## config.mk

```make
export PLATFORM = sky130hd
export DESIGN_NAME = ssh_ctrl
export DESIGN_NICKNAME = d
export VERILOG_FILES = /design/src/hdl/ssh_pkg.sv /design/src/hdl/ssh_ctrl.sv
export SDC_FILE = /design/constraint.sdc
export NUM_CORES = 1
export LEC_CHECK = 0
export BUFFER_PORTS_ARGS = -buffer_cell sky130_fd_sc_hd__buf_2
export CAP_MARGIN = 10
export CORE_AREA = 2 2 39 41
export CTS_CLUSTER_DIAMETER = 200
export DETAILED_ROUTE_END_ITERATION = 8
export DIE_AREA = 0 0 41 43
export MAX_ROUTING_LAYER = met4
export SYNTH_ARGS = -nofsm -noshare
export SYNTH_HDL_FRONTEND = slang
export SYNTH_SLANG_ARGS = --single-unit
export TNS_END_PERCENT = 10
```

## constraint.sdc

```tcl
create_clock -name clk_i -period 2 [get_ports clk_i]
set_clock_uncertainty 0.15 [all_clocks]
set_input_delay 0.4 -clock clk_i [delete_from_list [all_inputs] [get_ports clk_i]]
set_output_delay 0.4 -clock clk_i [all_outputs]
set_load 0.02 [all_outputs]
```

## src/hdl/ssh_pkg.sv

```systemverilog
// shared types, constants and helpers of the space-saving heavy-hitter table
`default_nettype none
package ssh_pkg;

  // table geometry and field widths
  localparam int TABLE_SLOTS = 32;
  localparam int COUNT_BITS  = 32;
  localparam int KEY_W       = 64;
  localparam int THR_W       = 32;
  localparam int OUT_W       = 32;
  localparam int CAP_W       = 6;
  localparam int IDX_W       = (TABLE_SLOTS > 1) ? $clog2(TABLE_SLOTS) : 1;
  localparam int PTR_W       = $clog2(TABLE_SLOTS + 1);
  localparam int CMP_W       = (COUNT_BITS > THR_W) ? COUNT_BITS : THR_W;

  typedef logic [COUNT_BITS-1:0] count_t;

  localparam count_t COUNT_MAX = {COUNT_BITS{1'b1}};
  localparam logic [PTR_W-1:0] CAP_RESET =
    PTR_W'((TABLE_SLOTS < 32) ? TABLE_SLOTS : 32);

  // request codes
  localparam logic REQ_UPDATE = 1'b0;
  localparam logic REQ_REPORT = 1'b1;

  // one table entry
  typedef struct packed {
    logic [KEY_W-1:0] key;
    count_t           count;
    count_t           err;
  } slot_t;

  // controller states
  typedef enum logic [3:0] {
    ST_IDLE = 4'b0001,
    ST_SCAN = 4'b0010,
    ST_UPD  = 4'b0100,
    ST_REP  = 4'b1000
  } state_e;

  // controller to datapath
  typedef struct packed {
    logic start;
    logic scan;
    logic upd_wr;
    logic rep_end;
  } ctrl_cmd_t;

  // datapath to controller
  typedef struct packed {
    logic scan_done;
    logic out_free;
    logic is_report;
  } ctrl_sts_t;

  // saturating increment of a count
  function automatic count_t sat_inc(count_t v);
    return (v == COUNT_MAX) ? v : v + count_t'(1);
  endfunction

  // capacity write clamped to 1..TABLE_SLOTS
  function automatic logic [PTR_W-1:0] clamp_cap(logic [CAP_W-1:0] v);
    logic [PTR_W-1:0] r;
    if (v == '0) begin
      r = PTR_W'(1);
    end else if (int'(v) > TABLE_SLOTS) begin
      r = PTR_W'(TABLE_SLOTS);
    end else begin
      r = PTR_W'(v);
    end
    return r;
  endfunction

endpackage
`default_nettype wire

```

## src/hdl/ssh_ctrl.sv

```systemverilog
// sequencing state machine of the heavy-hitter table
`default_nettype none
module ssh_ctrl (
  input  logic              clk_i,
  input  logic              rst_ni,
  input  logic              in_valid_i,
  output logic              in_ready_o,
  input  ssh_pkg::ctrl_sts_t sts_i,
  output ssh_pkg::ctrl_cmd_t cmd_o
);
  import ssh_pkg::*;

  state_e state_q, state_d;

  // state register
  always_ff @(posedge clk_i or negedge rst_ni) begin
    if (!rst_ni) begin
      state_q <= ST_IDLE;
    end else begin
      state_q <= state_d;
    end
  end

  // next state
  always_comb begin
    state_d = state_q;
    case (state_q)
      ST_IDLE: begin
        if (in_valid_i) state_d = ST_SCAN;
      end
      ST_SCAN: begin
        if (sts_i.scan_done) state_d = sts_i.is_report ? ST_REP : ST_UPD;
      end
      ST_UPD: begin
        if (sts_i.out_free) state_d = ST_IDLE;
      end
      ST_REP: begin
        if (sts_i.out_free) state_d = ST_IDLE;
      end
      default: state_d = ST_IDLE;
    endcase
  end

  // commands
  assign in_ready_o    = (state_q == ST_IDLE);
  assign cmd_o.start   = (state_q == ST_IDLE) && in_valid_i;
  assign cmd_o.scan    = (state_q == ST_SCAN);
  assign cmd_o.upd_wr  = (state_q == ST_UPD) && sts_i.out_free;
  assign cmd_o.rep_end = (state_q == ST_REP) && sts_i.out_free;

endmodule
`default_nettype wire

```

# Word level (Yosys, flattened, before mapping)
# Index checks and enable logic that the tools add are counted.
dict set report op_classes {
  n_eq_ne 7
  n_mux 5
  n_reduce_logical 5
}
# operator count
set op_table {}
lappend op_table {{4-bit two-way mux} 4}
lappend op_table {{4-bit case mux with 3 select lines} 1}
lappend op_table {{4-bit by 1-bit equality test with 1-bit output (second input constant)} 1}
lappend op_table {{4-bit by 2-bit equality test with 1-bit output (second input constant)} 1}
lappend op_table {{4-bit by 3-bit equality test with 1-bit output (second input constant)} 1}
lappend op_table {{4-bit equality test (second input constant)} 1}
lappend op_table {{2-bit inequality test (second input constant)} 2}
lappend op_table {{1-bit logical AND} 3}
lappend op_table {{3-bit AND reduction} 1}
lappend op_table {{2-bit by 1-bit inequality test with 1-bit output (second input constant)} 1}
lappend op_table {{2-bit OR reduction} 1}
dict set report totals {
  reg_bits 4
}

# Longest topological paths before layout
# Gate-level depths: netlist (run 1).
dict set report logic_depth {
  ltp_word 4
  mapped_depth 3
  mapped_depth_nobuf 3
}

# Least setup slack after synthesis (run 1)
# Ideal clock, no wire load.
dict set report synth_path {
  path_type {register -> output}
  startpoint {reg state_q[0]}
  endpoint {out cmd_o[3] (netlist name)}
  arrival_time_ns 1.439
  required_time_ns 1.450
  slack_ns 0.011
  path_stages_with_launch 3
  n_path_buf 0
  path_cell_list {dfstp_2 > nor4b_2 > and2_1}
}
# item line
set synth_lines {}
lappend synth_lines {{start: declaration} ssh_ctrl.sv:13} ;# state_e state_q, state_d;
lappend synth_lines {{start signal: assignment} ssh_ctrl.sv:20} ;# state_q <= state_d;
lappend synth_lines {{end: declaration} ssh_ctrl.sv:9} ;# output ssh_pkg::ctrl_cmd_t cmd_o

==> parameters.txt, run 1 <==
Parameter                              Value

Run status
  Outcome    finished clean

Route
  DR pass1 iterations    2
  Drt total wl    549 um
  First DRT Iteration DRCs    2
  Via count    222
  Final routed wire length divided by cell count    9.804 um
  Drt drc    0
  Vias per Instance    3.964
  Detail Route Antenna Nets    0

Layout
  Proportion of layout cells with a drive suffix above 1    between 60% and 70%
  Largest register FFs    4
  Antenna diode instance count    0
  Final Util    27.76%
  Leading cell type in the layout, fill and taps excluded    sky130_fd_sc_hd__buf_2
  Area overhead of the layout relative to synthesis    66.85%
  Most frequent cells in the layout    10 x sky130_fd_sc_hd__buf_2, 5 x sky130_fd_sc_hd__buf_4, 3 x sky130_fd_sc_hd__clkbuf_4
  Register with the highest flop count    state_q
  Net count, final    47
  Largest registers ranked by flip-flop count    state_q: 4 flops
  Filler-free cell count of the finished design    56

Placed design
  Placed cell count    47
  Final GP Congestion    approximately 0.7
  Buffers on Ports    10
  Half-perimeter wire length after placement    381.2 um

Die
  I/O pin count    11
  Area of the core    0.001384 mm^2
  Floorplan die width    between 40 and 50 um
  Initial core utilization    16.64%
  Row cnt    14
  DIE HEIGHT    about 43 um
  Overall die area    around 0.0018 mm^2

STA
  Total Negative Setup Slacks    0 ps
  Transition time at the pin with the least slew margin    about 400 ps
  Final-report max-slew violation count    0
  Final Hold Viols    0
  Max-Slew Margin vs Limit    73.43%
  Min cycle time layout    1916 ps
  Setup violators final    0
  Fmax    roughly 520 MHz
  Ratio of final minimum period to clock period    95.78%

Clock network
  Max clock buf depth    2
  Post-CTS clock slew at the launch and capture registers of the worst setup and hold paths    about 40 ps
  TritonCTS Sinks    4
  TritonCTS clock tree    yes
  Total clock buffers created by CTS    3
  CTS HTree Levels    1
  CTS root buffer    sky130_fd_sc_hd__clkbuf_4
  Insertion delay of the later-clocked pin in the worst-skew pair    240 ps

Global route
  Pin count of the biggest net entering global routing    7
  Antenna violations before repair    0
  First-pass GRT wire length    869 um
  Global-route total usage across every layer    8.489%
  Vias in the first global route    about 190
  Global route overflow    0

Worst setup path
  Worst endpoint data arrival time    1370 ps
  Required time worst endpoint    1450 ps
  Critical Setup Path Class    register to output port
  Delay contributed by the slowest stage of the critical path    550 ps
  Max stage delay cell, worst path    sky130_fd_sc_hd__dfstp_2
  Ordered list of cells on the worst path    nor4b_4 > and2_1 > buf_2
  Worst-path fanout max    4
  Largest delay share family, worst path    flip-flops
  Critical Path End Type    output port
  Critical path buffer and inverter count    1
  Startpoint type of the worst setup path    register

Synth
  Post-Syn Instances    20
  Number of distinct library cells after synthesis    15
  Yosys warning total    0
  Register bit count reported by yosys    4
  Avg Cell Area, Syn    approximately 12 um^2
  Proportion of synthesized chip area in sequential cells    44.02%
  Synthesized net count    26
  Summed instance area of the synthesized netlist    230.2 um^2

Worst hold path
  Class of the worst hold path    primary input to register

Power and ir drop
  Highest ir drop seen on vdd    around 0.00062 V
  Areal power density over the cells    1242 mW/mm^2
  Static leakage    0.1924 nW

Job
  Max_cap viols    0
==> repair_timing <==
item	4_1_cts	5_1_grt
resized for setup	1	1
pin swaps	0	1
setup buffers	0	4
hold buffers	1	0
hold endpoints to repair	4	0
endpoints found under the setup margin	1	1
==> cell type report <==
class | count | area [um^2]
multi-input cells | 15 | 133.9
well taps | 16 | 20.02
repair buffers | 16 | 97.59
inverters | 1 | 3.754
flip-flops and latches | 4 | 102.6
fillers | 153 | 999.7
clock buffers | 4 | 26.28
==> metal layers <==
metal | up-vias | routed length [um] | global-route usage (%) | part of all wire [%]
met2 | 9 | 232 | 8.750 | 42
met3 | 0 | 43 | 4.712 | 7.8
met1 | 99 | 273 | 10.82 | 50
li1 | 114 | - | - | -
met5 | - | 0 | - | 0
met4 | 0 | 0 | 8.000 | 0
==> metrics by stage <==
stage               total power [mW]  worst slack, ps  hold slack, ps  area, um^2
floorplan                     0.2630            10.95          -45.59       230.2
detailed placement            0.3213            220.0           59.85       307.8
finish                        0.4772            84.36           199.9       384.1
CTS                           0.4610            25.38           189.1       352.8
global route                  0.5138           -4.765           198.0       384.1
global placement              0.3189            223.9           57.69       307.8
==> cell usage after synthesis <==
cell type                   instances  area (um^2)
sky130_fd_sc_hd__a21o_1             1        7.510
sky130_fd_sc_hd__a32o_2             1        11.26
sky130_fd_sc_hd__and2_1             1        6.260
sky130_fd_sc_hd__dfrtp_1            3        75.07
sky130_fd_sc_hd__dfstp_2            1        26.28
sky130_fd_sc_hd__inv_1              1        3.750
sky130_fd_sc_hd__nand2_1            2        7.510
sky130_fd_sc_hd__nand2b_1           1        6.260
sky130_fd_sc_hd__nor2_1             1        3.750
sky130_fd_sc_hd__nor3b_1            2        15.01
sky130_fd_sc_hd__nor4_2             1        12.51
sky130_fd_sc_hd__nor4b_2            2        30.03
sky130_fd_sc_hd__o2bb2ai_1          1        8.760
sky130_fd_sc_hd__o31ai_1            1        7.510
sky130_fd_sc_hd__xnor2_1            1        8.760
==> power by group <==
group	switching, mW	internal, mW	leakage [nW]
Sequential	0.0350	0.113	0.0495
Clock	0.0367	0.0751	0.0150
Combinational	0.101	0.117	0.128
Total	0.172	0.305	0.192
==> cells by family after synthesis <==
group	Yosys count	share of synthesized area, %
buf+inv	1	1.629
simple gates	10	35.33
xor+xnor	1	3.805
flops	4	44.02
compound gates	4	15.22
==> final timing paths <==
path	startpoint	end	slack (ps)	cells past startpoint
setup / recovery	state_q[0]	cmd_o[3]	80	3
hold / removal	sts_i[0]	state_q[2]	200	2
setup reg to reg	state_q[3]	state_q[3]	590	4
hold reg to reg	state_q[2]	state_q[2]	510	1
max in group asynchronous	rst_ni	state_q[0]	1150	2
min in group asynchronous	rst_ni	state_q[2]	340	2
No activity file was read; power rests on OpenSTA's default activity.
==> inputs of run 2 (changes only) <==
--- a/config.mk
+++ b/config.mk
@@ -5,12 +5,12 @@
 export SDC_FILE = /design/constraint.sdc
 export NUM_CORES = 1
 export LEC_CHECK = 0
-export BUFFER_PORTS_ARGS = -buffer_cell sky130_fd_sc_hd__buf_2
 export CAP_MARGIN = 10
 export CORE_AREA = 2 2 39 41
 export CTS_CLUSTER_DIAMETER = 200
 export DETAILED_ROUTE_END_ITERATION = 8
 export DIE_AREA = 0 0 41 43
+export DONT_BUFFER_PORTS = 1
 export MAX_ROUTING_LAYER = met4
 export SYNTH_ARGS = -nofsm -noshare
 export SYNTH_HDL_FRONTEND = slang
==> constraint.sdc (replaced) <==
create_clock -name clk_i -period 1.7 [get_ports clk_i]
set_clock_uncertainty 0.15 [all_clocks]
set_input_delay 0.34 -clock clk_i [delete_from_list [all_inputs] [get_ports clk_i]]
set_output_delay 0.34 -clock clk_i [all_outputs]
set_load 0.02 [all_outputs]
==> parameters.txt, run 2 (synthesis gave the netlist of run 1 again) <==
Parameter                              Value

Run status
  Outcome    finished, violations left
  Failing checks    setup timing

Layout
  Leading cell type in the layout, fill and taps excluded    sky130_fd_sc_hd__buf_4
  Final standard cell area without fillers    ~360 um^2
  Proportion of layout cells with a drive suffix above 1    61.29%
  Footprint of the multi-input gates    146.4 um^2
  Net count, final    38
  Area overhead of the layout relative to synthesis    54.35%
  Largest register FFs    4
  Largest registers ranked by flip-flop count    state_q: 4 flops
  Most frequent cells in the layout    6 x sky130_fd_sc_hd__buf_4, 3 x sky130_fd_sc_hd__clkbuf_4, 2 x sky130_fd_sc_hd__nand2_1, 2 x sky130_fd_sc_hd__nor3b_2, 2 x sky130_fd_sc_hd__dfrtp_2
  Register with the highest flop count    state_q
  Antenna diode instance count    0
  Sequential cell area    103.9 um^2
  Final-layout fill cell count    156

STA
  Fmax    573.6 MHz
  Transition time at the pin with the least slew margin    ~350 ps
  PnR worst setup slack    -43.45 ps
  Final Hold Viols    0
  Worst hold margin    around 47 ps
  Setup violators final    2
  Total Negative Setup Slacks    -59.80 ps
  Min cycle time layout    ~1700 ps
  Unrepaired setup endpoints after global routing    true
  Ratio of final minimum period to clock period    102.6%
  Final-report max-slew violation count    0
  Max-Slew Margin vs Limit    76.80%

Worst setup path
  Critical Setup Path Class    register to output port
  Required time worst endpoint    1210 ps
  Max stage delay cell, worst path    sky130_fd_sc_hd__dfstp_2
  Worst-path fanout max    4
  Delay contributed by the slowest stage of the critical path    between 500 and 600 ps
  Ordered list of cells on the worst path    nor4b_4 > and2_4
  Critical Path End Type    output port
  Worst endpoint data arrival time    1250 ps
  Startpoint type of the worst setup path    register

Route
  Drt drc    0
  Via count    190
  Final routed wire length divided by cell count    11.91 um
  DR pass1 iterations    1
  First DRT Iteration DRCs    0
  Detail Route Antenna Nets    0
  Drt total wl    560 um
  Vias per Instance    between 4 and 5

Job
  Max_cap viols    0

Die
  Overall die area    approximately 0.0018 mm^2
  Area of the core    0.001384 mm^2
  I/O pin count    11
  Row cnt    14
  Initial core utilization    16.64%
  DIE HEIGHT    43 um
  Floorplan die width    41 um

Placed design
  Placed Area    299.0 um^2
  Final GP Congestion    0.7349
  Buffers on Ports    0
  Pre-CTS setup slack    200.8 ps
  Half-perimeter wire length after placement    453.9 um

Global route
  First-pass GRT wire length    945 um
  Antenna violations before repair    0
  Pin count of the biggest net entering global routing    7
  Global-route total usage across every layer    8.454%
  Layer with the highest usage    met1
  Met2 Use GR    about a tenth
  Global route overflow    0
  Routing usage on met1    11.97%
  Global routing usage on met3    1.571%
  Vias in the first global route    231

Clock network
  TritonCTS clock tree    yes
  CTS root buffer    sky130_fd_sc_hd__clkbuf_4
  CTS HTree Levels    1
  Total clock buffers created by CTS    3
  Insertion delay of the later-clocked pin in the worst-skew pair    230 ps
  TritonCTS Sinks    4
  Post-CTS clock slew at the launch and capture registers of the worst setup and hold paths    40 ps
  Max clock buf depth    2

Power and ir drop
  Static leakage    0.1542 nW
  Areal power density over the cells    1576 mW/mm^2
  Highest ir drop seen on vdd    0.0005636 V

Worst hold path
  Class of the worst hold path    primary input to register
run 2: changes by cell type in the layout (fill, tap and decap cells not counted), sizes merged:
cell / before / now
buf: 15 / 6
run 2: final cells by class:
type	instances	area share, %
repair buffers	7	15.49
well taps	16	5.634
clock buffers	4	7.394
inverters	1	1.056
flip-flops and latches	4	29.23
multi-input cells	15	41.20
run 2: worst paths after layout:
kind	startpoint	slack, ps	end	depth (start not counted)
min	sts_i[0]	50	state_q[2]	1
max	state_q[0]	-40	cmd_o[3]	2
min reg2reg	state_q[3]	470	state_q[3]	1
max reg2reg	state_q[0]	320	state_q[0]	4
max in group asynchronous	rst_ni	920	state_q[0]	1
min in group asynchronous	rst_ni	230	state_q[2]	1
run 2: repair_timing:
action / 4_1_cts / 5_1_grt
buffers inserted: 0 / 1
pin swaps: 0 / 2
endpoints found under the hold margin: 4 / 0
setup endpoints to repair: 4 / 5
hold buffers: 1 / 0
gates cloned: 0 / 0
gates resized for setup: 2 / 2
run 2: per-stage QoR:
step | util, % | power, mW | cells
global placement | 21.61 | 0.4033 | 41
detailed placement | 21.61 | 0.4131 | 41
finish | 25.68 | 0.5602 | 47
floorplan | - | 0.3395 | 20
CTS | 24.68 | 0.5519 | 46
global route | 25.68 | 0.6020 | 47
run 2: where the power goes:
group | internal, mW | total, mW | switching (mW)
clock | 0.0879 | 0.124 | 0.0364
sequential | 0.136 | 0.179 | 0.0436
combinational | 0.137 | 0.257 | 0.119
run 2: layer usage:
metal  vias to the layer above  share of wire, %  wire length (um)
met5                         -                 0                 0
met2                         9                46               256
met1                        85                44               246
li1                         96                 -                 -
met4                         0                 0                 0
met3                         0                10                57
run 2: critical path: cells and delay by family (launching register included):
family        cells  cell delay, ps
flops             1             560
simple gates      2             470
