**config.mk**
```make
export PLATFORM = sky130hd
export DESIGN_NAME = ssh_dpath
export DESIGN_NICKNAME = d
export VERILOG_FILES = /design/src/hdl/ssh_pkg.sv /design/src/hdl/ssh_dpath.sv
export SDC_FILE = /design/constraint.sdc
export NUM_CORES = 2
export LEC_CHECK = 0
export ABC_AREA = 1
export BUFFER_PORTS_ARGS = -buffer_cell sky130_fd_sc_hd__buf_2
export CAP_MARGIN = 20
export CELL_PAD_IN_SITES_DETAIL_PLACEMENT = 0
export CELL_PAD_IN_SITES_GLOBAL_PLACEMENT = 1
export CORE_UTILIZATION = 59
export CTS_BUF_LIST = sky130_fd_sc_hd__clkbuf_4
export DETAILED_ROUTE_END_ITERATION = 10
export MAX_ROUTING_LAYER = met4
export PLACE_DENSITY_LB_ADDON = 0.1
export SLEW_MARGIN = 15
export SYNTH_ARGS = -nofsm -noshare
export SYNTH_HDL_FRONTEND = slang
export SYNTH_SLANG_ARGS = --single-unit
```
**constraint.sdc**
```tcl
create_clock -name clk_i -period 14.6 [get_ports clk_i]
set_input_delay 0.73 -clock clk_i [delete_from_list [all_inputs] [get_ports clk_i]]
set_output_delay 0.73 -clock clk_i [all_outputs]
set_load 0.03 [all_outputs]
```
**src/hdl/ssh_pkg.sv**
```systemverilog
// shared types, constants and helpers of the space-saving heavy-hitter table
`default_nettype none
package ssh_pkg;

  // table geometry and field widths
  localparam int TABLE_SLOTS = 32;
  localparam int COUNT_BITS  = 32;
  localparam int KEY_W       = 64;
  localparam int THR_W       = 32;
  localparam int OUT_W       = 32;
  localparam int CAP_W       = 6;
  localparam int IDX_W       = (TABLE_SLOTS > 1) ? $clog2(TABLE_SLOTS) : 1;
  localparam int PTR_W       = $clog2(TABLE_SLOTS + 1);
  localparam int CMP_W       = (COUNT_BITS > THR_W) ? COUNT_BITS : THR_W;

  typedef logic [COUNT_BITS-1:0] count_t;

  localparam count_t COUNT_MAX = {COUNT_BITS{1'b1}};
  localparam logic [PTR_W-1:0] CAP_RESET =
    PTR_W'((TABLE_SLOTS < 32) ? TABLE_SLOTS : 32);

  // request codes
  localparam logic REQ_UPDATE = 1'b0;
  localparam logic REQ_REPORT = 1'b1;

  // one table entry
  typedef struct packed {
    logic [KEY_W-1:0] key;
    count_t           count;
    count_t           err;
  } slot_t;

  // controller states
  typedef enum logic [3:0] {
    ST_IDLE = 4'b0001,
    ST_SCAN = 4'b0010,
    ST_UPD  = 4'b0100,
    ST_REP  = 4'b1000
  } state_e;

  // controller to datapath
  typedef struct packed {
    logic start;
    logic scan;
    logic upd_wr;
    logic rep_end;
  } ctrl_cmd_t;

  // datapath to controller
  typedef struct packed {
    logic scan_done;
    logic out_free;
    logic is_report;
  } ctrl_sts_t;

  // saturating increment of a count
  function automatic count_t sat_inc(count_t v);
    return (v == COUNT_MAX) ? v : v + count_t'(1);
  endfunction

  // capacity write clamped to 1..TABLE_SLOTS
  function automatic logic [PTR_W-1:0] clamp_cap(logic [CAP_W-1:0] v);
    logic [PTR_W-1:0] r;
    if (v == '0) begin
      r = PTR_W'(1);
    end else if (int'(v) > TABLE_SLOTS) begin
      r = PTR_W'(TABLE_SLOTS);
    end else begin
      r = PTR_W'(v);
    end
    return r;
  endfunction

endpackage
`default_nettype wire

```
**src/hdl/ssh_dpath.sv**
```systemverilog
// slot memory, scan pipeline, update logic and output register
`default_nettype none
module ssh_dpath (
  input  logic                      clk_i,
  input  logic                      rst_ni,
  input  logic                      cfg_we_i,
  input  logic [ssh_pkg::CAP_W-1:0] cfg_wdata_i,
  input  logic                      req_type_i,
  input  logic [ssh_pkg::KEY_W-1:0] key_i,
  input  logic [ssh_pkg::THR_W-1:0] threshold_i,
  output logic                      out_valid_o,
  input  logic                      out_ready_i,
  output logic [ssh_pkg::KEY_W-1:0] item_key_o,
  output logic [ssh_pkg::OUT_W-1:0] item_count_o,
  output logic [ssh_pkg::OUT_W-1:0] item_error_o,
  output logic                      none_found_o,
  output logic                      last_o,
  input  ssh_pkg::ctrl_cmd_t        cmd_i,
  output ssh_pkg::ctrl_sts_t        sts_o
);
  import ssh_pkg::*;

  slot_t            mem_q [TABLE_SLOTS];
  slot_t            rd_data_q;
  logic [PTR_W-1:0] cap_q, filled_q, cap_new;
  logic             req_q;
  logic [KEY_W-1:0] key_q;
  logic [THR_W-1:0] thr_q;
  logic [PTR_W-1:0] ptr_q;
  logic             ev_valid_q;
  logic [IDX_W-1:0] ev_idx_q;
  logic             found_q;
  logic [IDX_W-1:0] hit_idx_q, min_idx_q;
  count_t           hit_cnt_q, hit_err_q, min_cnt_q;
  logic             pend_valid_q;
  slot_t            pend_q;
  logic             out_valid_q, out_none_q, out_last_q;
  slot_t            out_q;

  logic             out_free, issue_done, key_hit, thr_hit, stall;
  logic             advance, rd_en, ev_fire, push, fill_new;
  logic [IDX_W-1:0] wr_idx;
  slot_t            wr_slot;
  logic             out_load, out_none_d, out_last_d;
  slot_t            out_d;

  // scan status
  assign out_free   = !out_valid_q || out_ready_i;
  assign issue_done = (ptr_q == filled_q);
  assign key_hit    = (rd_data_q.key == key_q);
  assign thr_hit    = (CMP_W'(rd_data_q.count) >= CMP_W'(thr_q));
  assign push       = (req_q == REQ_REPORT) && ev_valid_q && thr_hit && pend_valid_q;
  assign stall      = push && !out_free;
  assign advance    = cmd_i.scan && !stall;
  assign rd_en      = advance && !issue_done;
  assign ev_fire    = cmd_i.scan && ev_valid_q && !stall;

  assign sts_o.scan_done = issue_done && !ev_valid_q;
  assign sts_o.out_free  = out_free;
  assign sts_o.is_report = (req_q == REQ_REPORT);

  // slot memory, one write and one registered read port
  always_ff @(posedge clk_i) begin
    if (cmd_i.upd_wr) mem_q[wr_idx] <= wr_slot;
    if (rd_en) rd_data_q <= mem_q[ptr_q[IDX_W-1:0]];
  end

  // update write: hit, fill a free slot, or take over the minimum
  always_comb begin
    fill_new = 1'b0;
    if (found_q) begin
      wr_idx  = hit_idx_q;
      wr_slot = '{key: key_q, count: sat_inc(hit_cnt_q), err: hit_err_q};
    end else if (filled_q < cap_q) begin
      fill_new = 1'b1;
      wr_idx   = filled_q[IDX_W-1:0];
      wr_slot  = '{key: key_q, count: count_t'(1), err: '0};
    end else begin
      wr_idx  = min_idx_q;
      wr_slot = '{key: key_q, count: sat_inc(min_cnt_q), err: min_cnt_q};
    end
  end

  // capacity and fill count
  assign cap_new = clamp_cap(cfg_wdata_i);

  always_ff @(posedge clk_i or negedge rst_ni) begin
    if (!rst_ni) begin
      cap_q    <= CAP_RESET;
      filled_q <= '0;
    end else if (cfg_we_i) begin
      cap_q <= cap_new;
      if (filled_q > cap_new) filled_q <= cap_new;
    end else if (cmd_i.upd_wr && fill_new) begin
      filled_q <= filled_q + PTR_W'(1);
    end
  end

  // request latch
  always_ff @(posedge clk_i) begin
    if (cmd_i.start) begin
      req_q <= req_type_i;
      key_q <= key_i;
      thr_q <= threshold_i;
    end
  end

  // scan pointer and evaluate stage control
  always_ff @(posedge clk_i or negedge rst_ni) begin
    if (!rst_ni) begin
      ptr_q        <= '0;
      ev_valid_q   <= 1'b0;
      found_q      <= 1'b0;
      pend_valid_q <= 1'b0;
    end else if (cmd_i.start) begin
      ptr_q        <= '0;
      ev_valid_q   <= 1'b0;
      found_q      <= 1'b0;
      pend_valid_q <= 1'b0;
    end else begin
      if (advance) begin
        ev_valid_q <= !issue_done;
        if (!issue_done) ptr_q <= ptr_q + PTR_W'(1);
      end
      if (ev_fire && (req_q == REQ_UPDATE) && key_hit) found_q <= 1'b1;
      if (ev_fire && (req_q == REQ_REPORT) && thr_hit) pend_valid_q <= 1'b1;
    end
  end

  // evaluate stage payload: first hit, running minimum, pending match
  always_ff @(posedge clk_i) begin
    if (advance) ev_idx_q <= ptr_q[IDX_W-1:0];
    if (ev_fire) begin
      if (key_hit && !found_q) begin
        hit_idx_q <= ev_idx_q;
        hit_cnt_q <= rd_data_q.count;
        hit_err_q <= rd_data_q.err;
      end
      if ((ev_idx_q == '0) || (rd_data_q.count < min_cnt_q)) begin
        min_idx_q <= ev_idx_q;
        min_cnt_q <= rd_data_q.count;
      end
      if (thr_hit) pend_q <= rd_data_q;
    end
  end

  // output word select
  always_comb begin
    out_load   = 1'b0;
    out_d      = pend_q;
    out_none_d = 1'b0;
    out_last_d = 1'b0;
    if (cmd_i.upd_wr) begin
      out_load   = 1'b1;
      out_d      = wr_slot;
      out_last_d = 1'b1;
    end else if (cmd_i.rep_end) begin
      out_load   = 1'b1;
      out_last_d = 1'b1;
      if (!pend_valid_q) begin
        out_d      = '0;
        out_none_d = 1'b1;
      end
    end else if (ev_fire && push) begin
      out_load = 1'b1;
    end
  end

  // output register
  always_ff @(posedge clk_i or negedge rst_ni) begin
    if (!rst_ni) begin
      out_valid_q <= 1'b0;
    end else begin
      out_valid_q <= out_load || (out_valid_q && !out_ready_i);
    end
  end

  always_ff @(posedge clk_i) begin
    if (out_load) begin
      out_q      <= out_d;
      out_none_q <= out_none_d;
      out_last_q <= out_last_d;
    end
  end

  assign out_valid_o  = out_valid_q;
  assign item_key_o   = out_q.key;
  assign item_count_o = OUT_W'(out_q.count);
  assign item_error_o = OUT_W'(out_q.err);
  assign none_found_o = out_none_q;
  assign last_o       = out_last_q;

endmodule
`default_nettype wire

```
# Yosys cells after proc, flatten, opt, wreduce, memory -nomap -nowiden
# Memories as Yosys holds them, arrays and structs flattened. A register that Yosys moved wholly into a read port is not among the register bits.
# Cells that the tools add are included.
[classes]
add_sub_neg = 4
n_lt_le_gt_ge = 5
n_eq_ne = 6
mux = 32
n_bitwise = 2
n_reduce_logical = 39
[op_table]
columns = ["cell", "n"]
rows = [
  ["128-bit 2-to-1 mux", 3],
  ["64-bit 2-to-1 mux", 2],
  ["32-bit by 1-bit adder with 32-bit output, second input constant", 2],
  ["32-bit == test, second input constant", 2],
  ["64-bit == test", 1],
  ["32-bit 2-to-1 mux", 2],
  ["6-bit 2-to-1 mux", 8],
  ["32-bit >= comparator", 1],
  ["32-bit less-than comparator", 1],
  ["1-bit logical AND", 17],
  ["1-bit 2-to-1 mux", 15],
  ["6-bit by 1-bit adder with 6-bit output, second input constant", 2],
  ["5-bit 2-to-1 mux", 2],
  ["2-bit AND reduction", 5],
  ["2-bit nonzero test", 4],
  ["1-bit logical NOT", 7],
  ["6-bit == test", 1],
  ["6-bit greater-than comparator", 1],
  ["6-bit greater-than comparator, second input constant", 1],
  ["6-bit logical NOT", 1],
  ["6-bit less-than comparator", 1],
  ["5-bit logical NOT", 1],
  ["1-bit logical OR", 3],
  ["2-bit by 1-bit inequality test with 1-bit output, second input constant", 1],
  ["other kinds (3)", 4],
]
[totals]
register_bits = 488
ram_bits = 4096
in_bits = 111
output_inout_bits = 134
elab_cells = 113
memories = 1
[memory_table]
columns = ["memory", "words", "width", "rd", "rd_ports_with_merged_regs", "wr", "line", "rtl"]
rows = [
  ["mem_q", 32, 128, 1, 1, 1, "ssh_dpath.sv:23", "slot_t mem_q [TABLE_SLOTS];"],
]

# Logic depth before layout (Yosys ltp)
[logic_depth]
ltp_word = 11
depth_mapped = 19
ltp_nobuf = 19

# Worst setup path before layout
# Ideal clock, no wire load.
[synth_path]
path_type = "flip-flop to flip-flop"
startpoint = "reg cap_q[5]"
endpoint = "mem mem_q[30][0] (netlist name), enable pin"
setup_ns = 0.617
arrival_ns = 7.234
required_time_ns = 13.983
slack_ns = 6.748
stages_incl_launch_ff = 12
synth_period_minus_slack_ns = 7.852
path_cell_list = "dfstp_2 inv_1 ha_1 a21oi_1 o21a_1 nand2_1 buf_4 a21oi_1 o21ai_0 o21ai_1 nand3_1 nor2_1"
[synth_via]
elab_chain_len = 3
[synth_rtl]
columns = ["item", "line", "rtl"]
rows = [
  ["start, declared", "ssh_dpath.sv:25", "logic [PTR_W-1:0] cap_q, filled_q, cap_new;"],
  ["start signal, assigned", "ssh_dpath.sv:92", "cap_q <= cap_new;"],
  ["6-bit less-than comparator", "ssh_dpath.sv:74", "end else if (filled_q < cap_q) begin"],
  ["5-bit 2-to-1 mux", "ssh_dpath.sv:74", ""],
  ["5-bit 2-to-1 mux", "ssh_dpath.sv:71", "if (found_q) begin"],
  ["end, declared", "ssh_dpath.sv:23", ""],
]
# No other way between the ends.

# Worst setup path in the final report
[layout_path]
startpoint = "reg rd_data_q[39] (netlist name)"
endpoint = "reg rd_data_q[107] (netlist name)"
[layout_via]
elab_chain_len = 7
[layout_rtl]
columns = ["item", "line", "rtl"]
rows = [
  ["32-bit >= comparator", "ssh_dpath.sv:51", "assign thr_hit = (CMP_W'(rd_data_q.count) >= CMP_W'(thr_q));"],
  ["1-bit logical AND (2 in a row)", "ssh_dpath.sv:52", "assign push = (req_q == REQ_REPORT) && ev_valid_q && thr_hit && pend_valid_q;"],
  ["1-bit logical AND", "ssh_dpath.sv:53", "assign stall = push && !out_free;"],
  ["1-bit logical NOT", "ssh_dpath.sv:54", "assign advance = cmd_i.scan && !stall;"],
  ["1-bit logical AND", "ssh_dpath.sv:54", ""],
  ["1-bit logical AND", "ssh_dpath.sv:55", "assign rd_en = advance && !issue_done;"],
  ["via rd_en", "ssh_dpath.sv:41", "logic advance, rd_en, ev_fire, push, fill_new;"],
]
# The timed path passes the listed nets, and every way through them passes these cells.
# A chain may end at the register's enable or synchronous reset.

==> results.py <==
metrics = {
    "sta": {
        "hold_viol": 0,
        "relSlewSlack_pct": 0.03900,
        "rsz0062_at_grt": "no",
        "post-route-min-period_ns": 5.954,
        "setup_violations": 0,
        "worst_slew_pin_slew_ns": 1.499,
        "slew_violations": 0,
        "clock_skew_ns": 0.1322,
        "timing.fmax_mhz": 168.0,
        "fin_crit_sh_pct": 40.78,
        "fin_setup_tns_ns": 0,
    },
    "routing": {
        "route.detailed.drc": 0,
        "drt_pass1_iterations": 8,
        "drt_wl_total_microns": 580200,
        "route.vias.total": 126000,
        "drt-initial-drc-count": 18030,
        "drtAntennaViolNets": 0,
        "wl_per_cell_microns": 29.99,
        "avgViaCountPerCell": 6.513,
    },
    "critical_path": {
        "startpoint_type": "flip-flop",
        "end_kind": "flip-flop",
        "cpMostUsedCell": "nand2_1",
        "arrival_ns": 7.20,
        "cp_max_fo": 58,
        "path_cells": "ha_1 -> a21o_1 -> nor2_1 -> nand3_1 -> nand2_1 -> nand2_1 -> nand2_1 -> nand2_1 -> nand3_1 -> nand3_1 -> inv_8 -> buf_4 -> buf_4",
        "crit_type": "reg2reg",
        "crit_required_ns": 15.84,
        "cp_slowest_stage_delay_ns": 0.93,
        "critPathSlowestCell": "buf_4",
        "r2r_slack_ns": 8.65,
    },
    "floorplan": {
        "core_area_sq_mm": 0.3094,
        "start_util_pct": 59.42,
        "rows": 204,
        "ios": 245,
        "die-area_sq_mm": 0.3138,
        "die_w_microns": 560.2,
        "die_h_microns": 560.2,
    },
    "logic_synthesis": {
        "ys.flop_type": "edfxtp_1",
        "yosysUniqueCellTypes": 49,
        "synth-seq-area-share_pct": 76.91,
        "synthTopCellsByArea": "edfxtp_1, o21ai_0, nor2_1, o22ai_1, o221ai_1",
        "synth_nets": 13530,
        "synth_warnings": 0,
        "synth_edf_count": 4690,
        "avgSynthCellArea_sq_um": 13.78,
        "async_flop_share_pct": 0.4669,
        "synth_seq_cells": 4712,
        "yosys.area.top_type": "edfxtp_1",
        "syn_area_sq_mm": 0.1838,
        "synth_top_area_share_pct": 76.61,
        "netlist_instances": 13350,
    },
    "outcome": {
        "status": "complete, no violations",
    },
    "global_route": {
        "grtUsageTotal_pct": 38.14,
        "grt_pass1_vias": 122700,
        "antenna_found_initial": 34,
        "grt_busiest_layer": "met2",
        "grt_use_met2_pct": 57.01,
        "met3_usage_pct": 7.750,
        "grt_max_degree": 227,
        "grt_use_met1_pct": 51.05,
        "grt_pass1_wl_microns": 829400,
        "grt_overflow": 0,
    },
    "finish": {
        "final_cell_mix": "edfxtp_1, nor2_1, o21ai_0",
        "fin_cells": 19350,
        "multi_input_area_sq_mm": 0.03835,
        "fillCellCount": 22340,
        "drive_above_1_share_pct": 16.39,
        "regArea_sq_mm": 0.1414,
        "area_growth_pct": 12.45,
        "num-nets-final": 14670,
        "final_common_cell": "edfxtp_1",
    },
    "clocking": {
        "cts_tree": "built",
        "clk_pin_slew_worst_paths_ns": 0.06,
        "clock-sinks": 4712,
        "cts_setup_buffers": 0,
        "cts-buffers-inserted": 1254,
        "htree_num_levels": 7,
        "cts_root_buf": "clkbuf_4",
        "cts_resized": 0,
        "insertion_delay_ns": 1.74,
        "clockBufferDepth": 5,
    },
    "power_and_ir_drop": {
        "vdd_drop_max_mv": 0.1159,
        "p_comb_share_pct": 16.3,
        "clockPowerShare_pct": 32.1,
        "swShare_pct": 29.40,
        "p_seq_share_pct": 51.6,
        "p_sw_mw": 9.980,
        "powerDensity_mw_per_mm2": 164.2,
        "p_leak_nw": 69.17,
        "power.internal_mw": 23.96,
    },
    "placement": {
        "hpwl_microns": 292000,
        "dp_cells": 17100,
        "gp_congestion": 0.9083,
        "portBuffers": 244,
    },
    "min_path": {
        "hold_class": "in2reg",
    },
    "job": {
        "cap_viol_max_count": 0,
    },
}
## final timing paths
| check | cells after the start | to | start |
|---|---|---|---|
| worst max register to register | 13 | rd_data_q[107] | rd_data_q[39] |
| worst min-delay path | 4 | ev_valid_q | cmd_i[2] |
| max in group asynchronous | 5 | cap_q[5] | rst_ni |
| worst max-delay path | 13 | rd_data_q[107] | rd_data_q[39] |
| min in group asynchronous | 5 | filled_q[5] | rst_ni |
| worst min register to register | 0 | hit_err_q[3] | rd_data_q[3] |
## synthesized netlist by cell type, drive strengths merged (61+ instances only)
| cell | instances |
|---|---|
| clkbuf | 629 |
| o21ai | 2248 |
| o211ai | 85 |
| a31oi | 171 |
| o221ai | 393 |
| buf | 289 |
| edfxtp | 4690 |
| nor2 | 2254 |
| a21oi | 204 |
| o22ai | 633 |
| nor3 | 61 |
| xnor2 | 77 |
| inv | 184 |
| nand2 | 857 |
| ha | 78 |
| nand3 | 321 |
## critical path: cells and delay by family, from the launching register on
family          cells  cell delay (ns)
fa+ha+maj           1             0.38
buf+inv             3             2.37
compound gates      1             0.18
simple gates        8             1.58
flops               1             0.91
## power groups by stage
stage	registers (mW)	logic, mW	clock network (mW)
global placement	17.8	5.16	0
finish	17.5	5.53	10.9
floorplan	18.0	2.69	0
global route	17.6	5.80	11.7
CTS	17.5	5.38	11.0
detailed placement	17.8	5.31	0
## flip-flops by register name (all words and copies together), names as in the netlist, 5 cells and up
register,cells
item_count_o,32
ptr_q,6
item_error_o,32
item_key_o,64
pend_q,128
cap_q,6
hit_cnt_q,32
rd_data_q,128
hit_idx_q,5
key_q,64
ev_idx_q,5
mem_q,4096
filled_q,6
thr_q,32
min_idx_q,5
min_cnt_q,32
hit_err_q,32
## what timing repair did
item,in CTS,in global routing
endpoints found under the setup margin,0,0
hold buffers,234,0
endpoints found under the hold margin,401,0
## through the flow
step | setup WS (ns) | power, mW | utilization (%) | area (sq um) | hold WS, ns
after global routing | 8.653 | 35.11 | 66.82 | 206700 | 0.1884
final | 8.646 | 33.94 | 66.82 | 206700 | 0.2450
after detailed placement | 8.826 | 23.10 | 61.30 | 189600 | 0.4325
after CTS | 8.797 | 33.94 | 66.74 | 206500 | 0.05034
after global placement | 8.861 | 22.92 | 61.27 | 189500 | 0.4306
after floorplan | 6.748 | 20.67 | - | 183800 | 0.4215
## cell type report
class	count	area share, %
antenna	24	0.02905
sequential	4712	68.40
clock buffer	1752	6.362
clock inverter	228	0.6434
tap	4120	2.494
multi-input combinational	7529	18.55
timing repair buffer	794	3.150
inverter	186	0.3704
## kinds of logic after synthesis
group	Yosys count	share of synthesized area, %
adder cells (fa/ha/maj)	78	0.5309
flip-flops	4712	76.91
AO/OA/AOI/OAI	3773	11.82
AND/OR/NAND/NOR	3562	7.678
XOR/XNOR	116	0.5527
buffers and inverters	1104	2.506
## layer usage
layer	vias to the layer above	wire length, microns	share of wire (%)
met5	-	0	0
met3	1384	70680	12
met4	0	23150	4.0
li1	53330	-	-
met1	62700	218800	38
met2	8587	267600	46
Note: power is estimated with default switching activity, not from simulation.
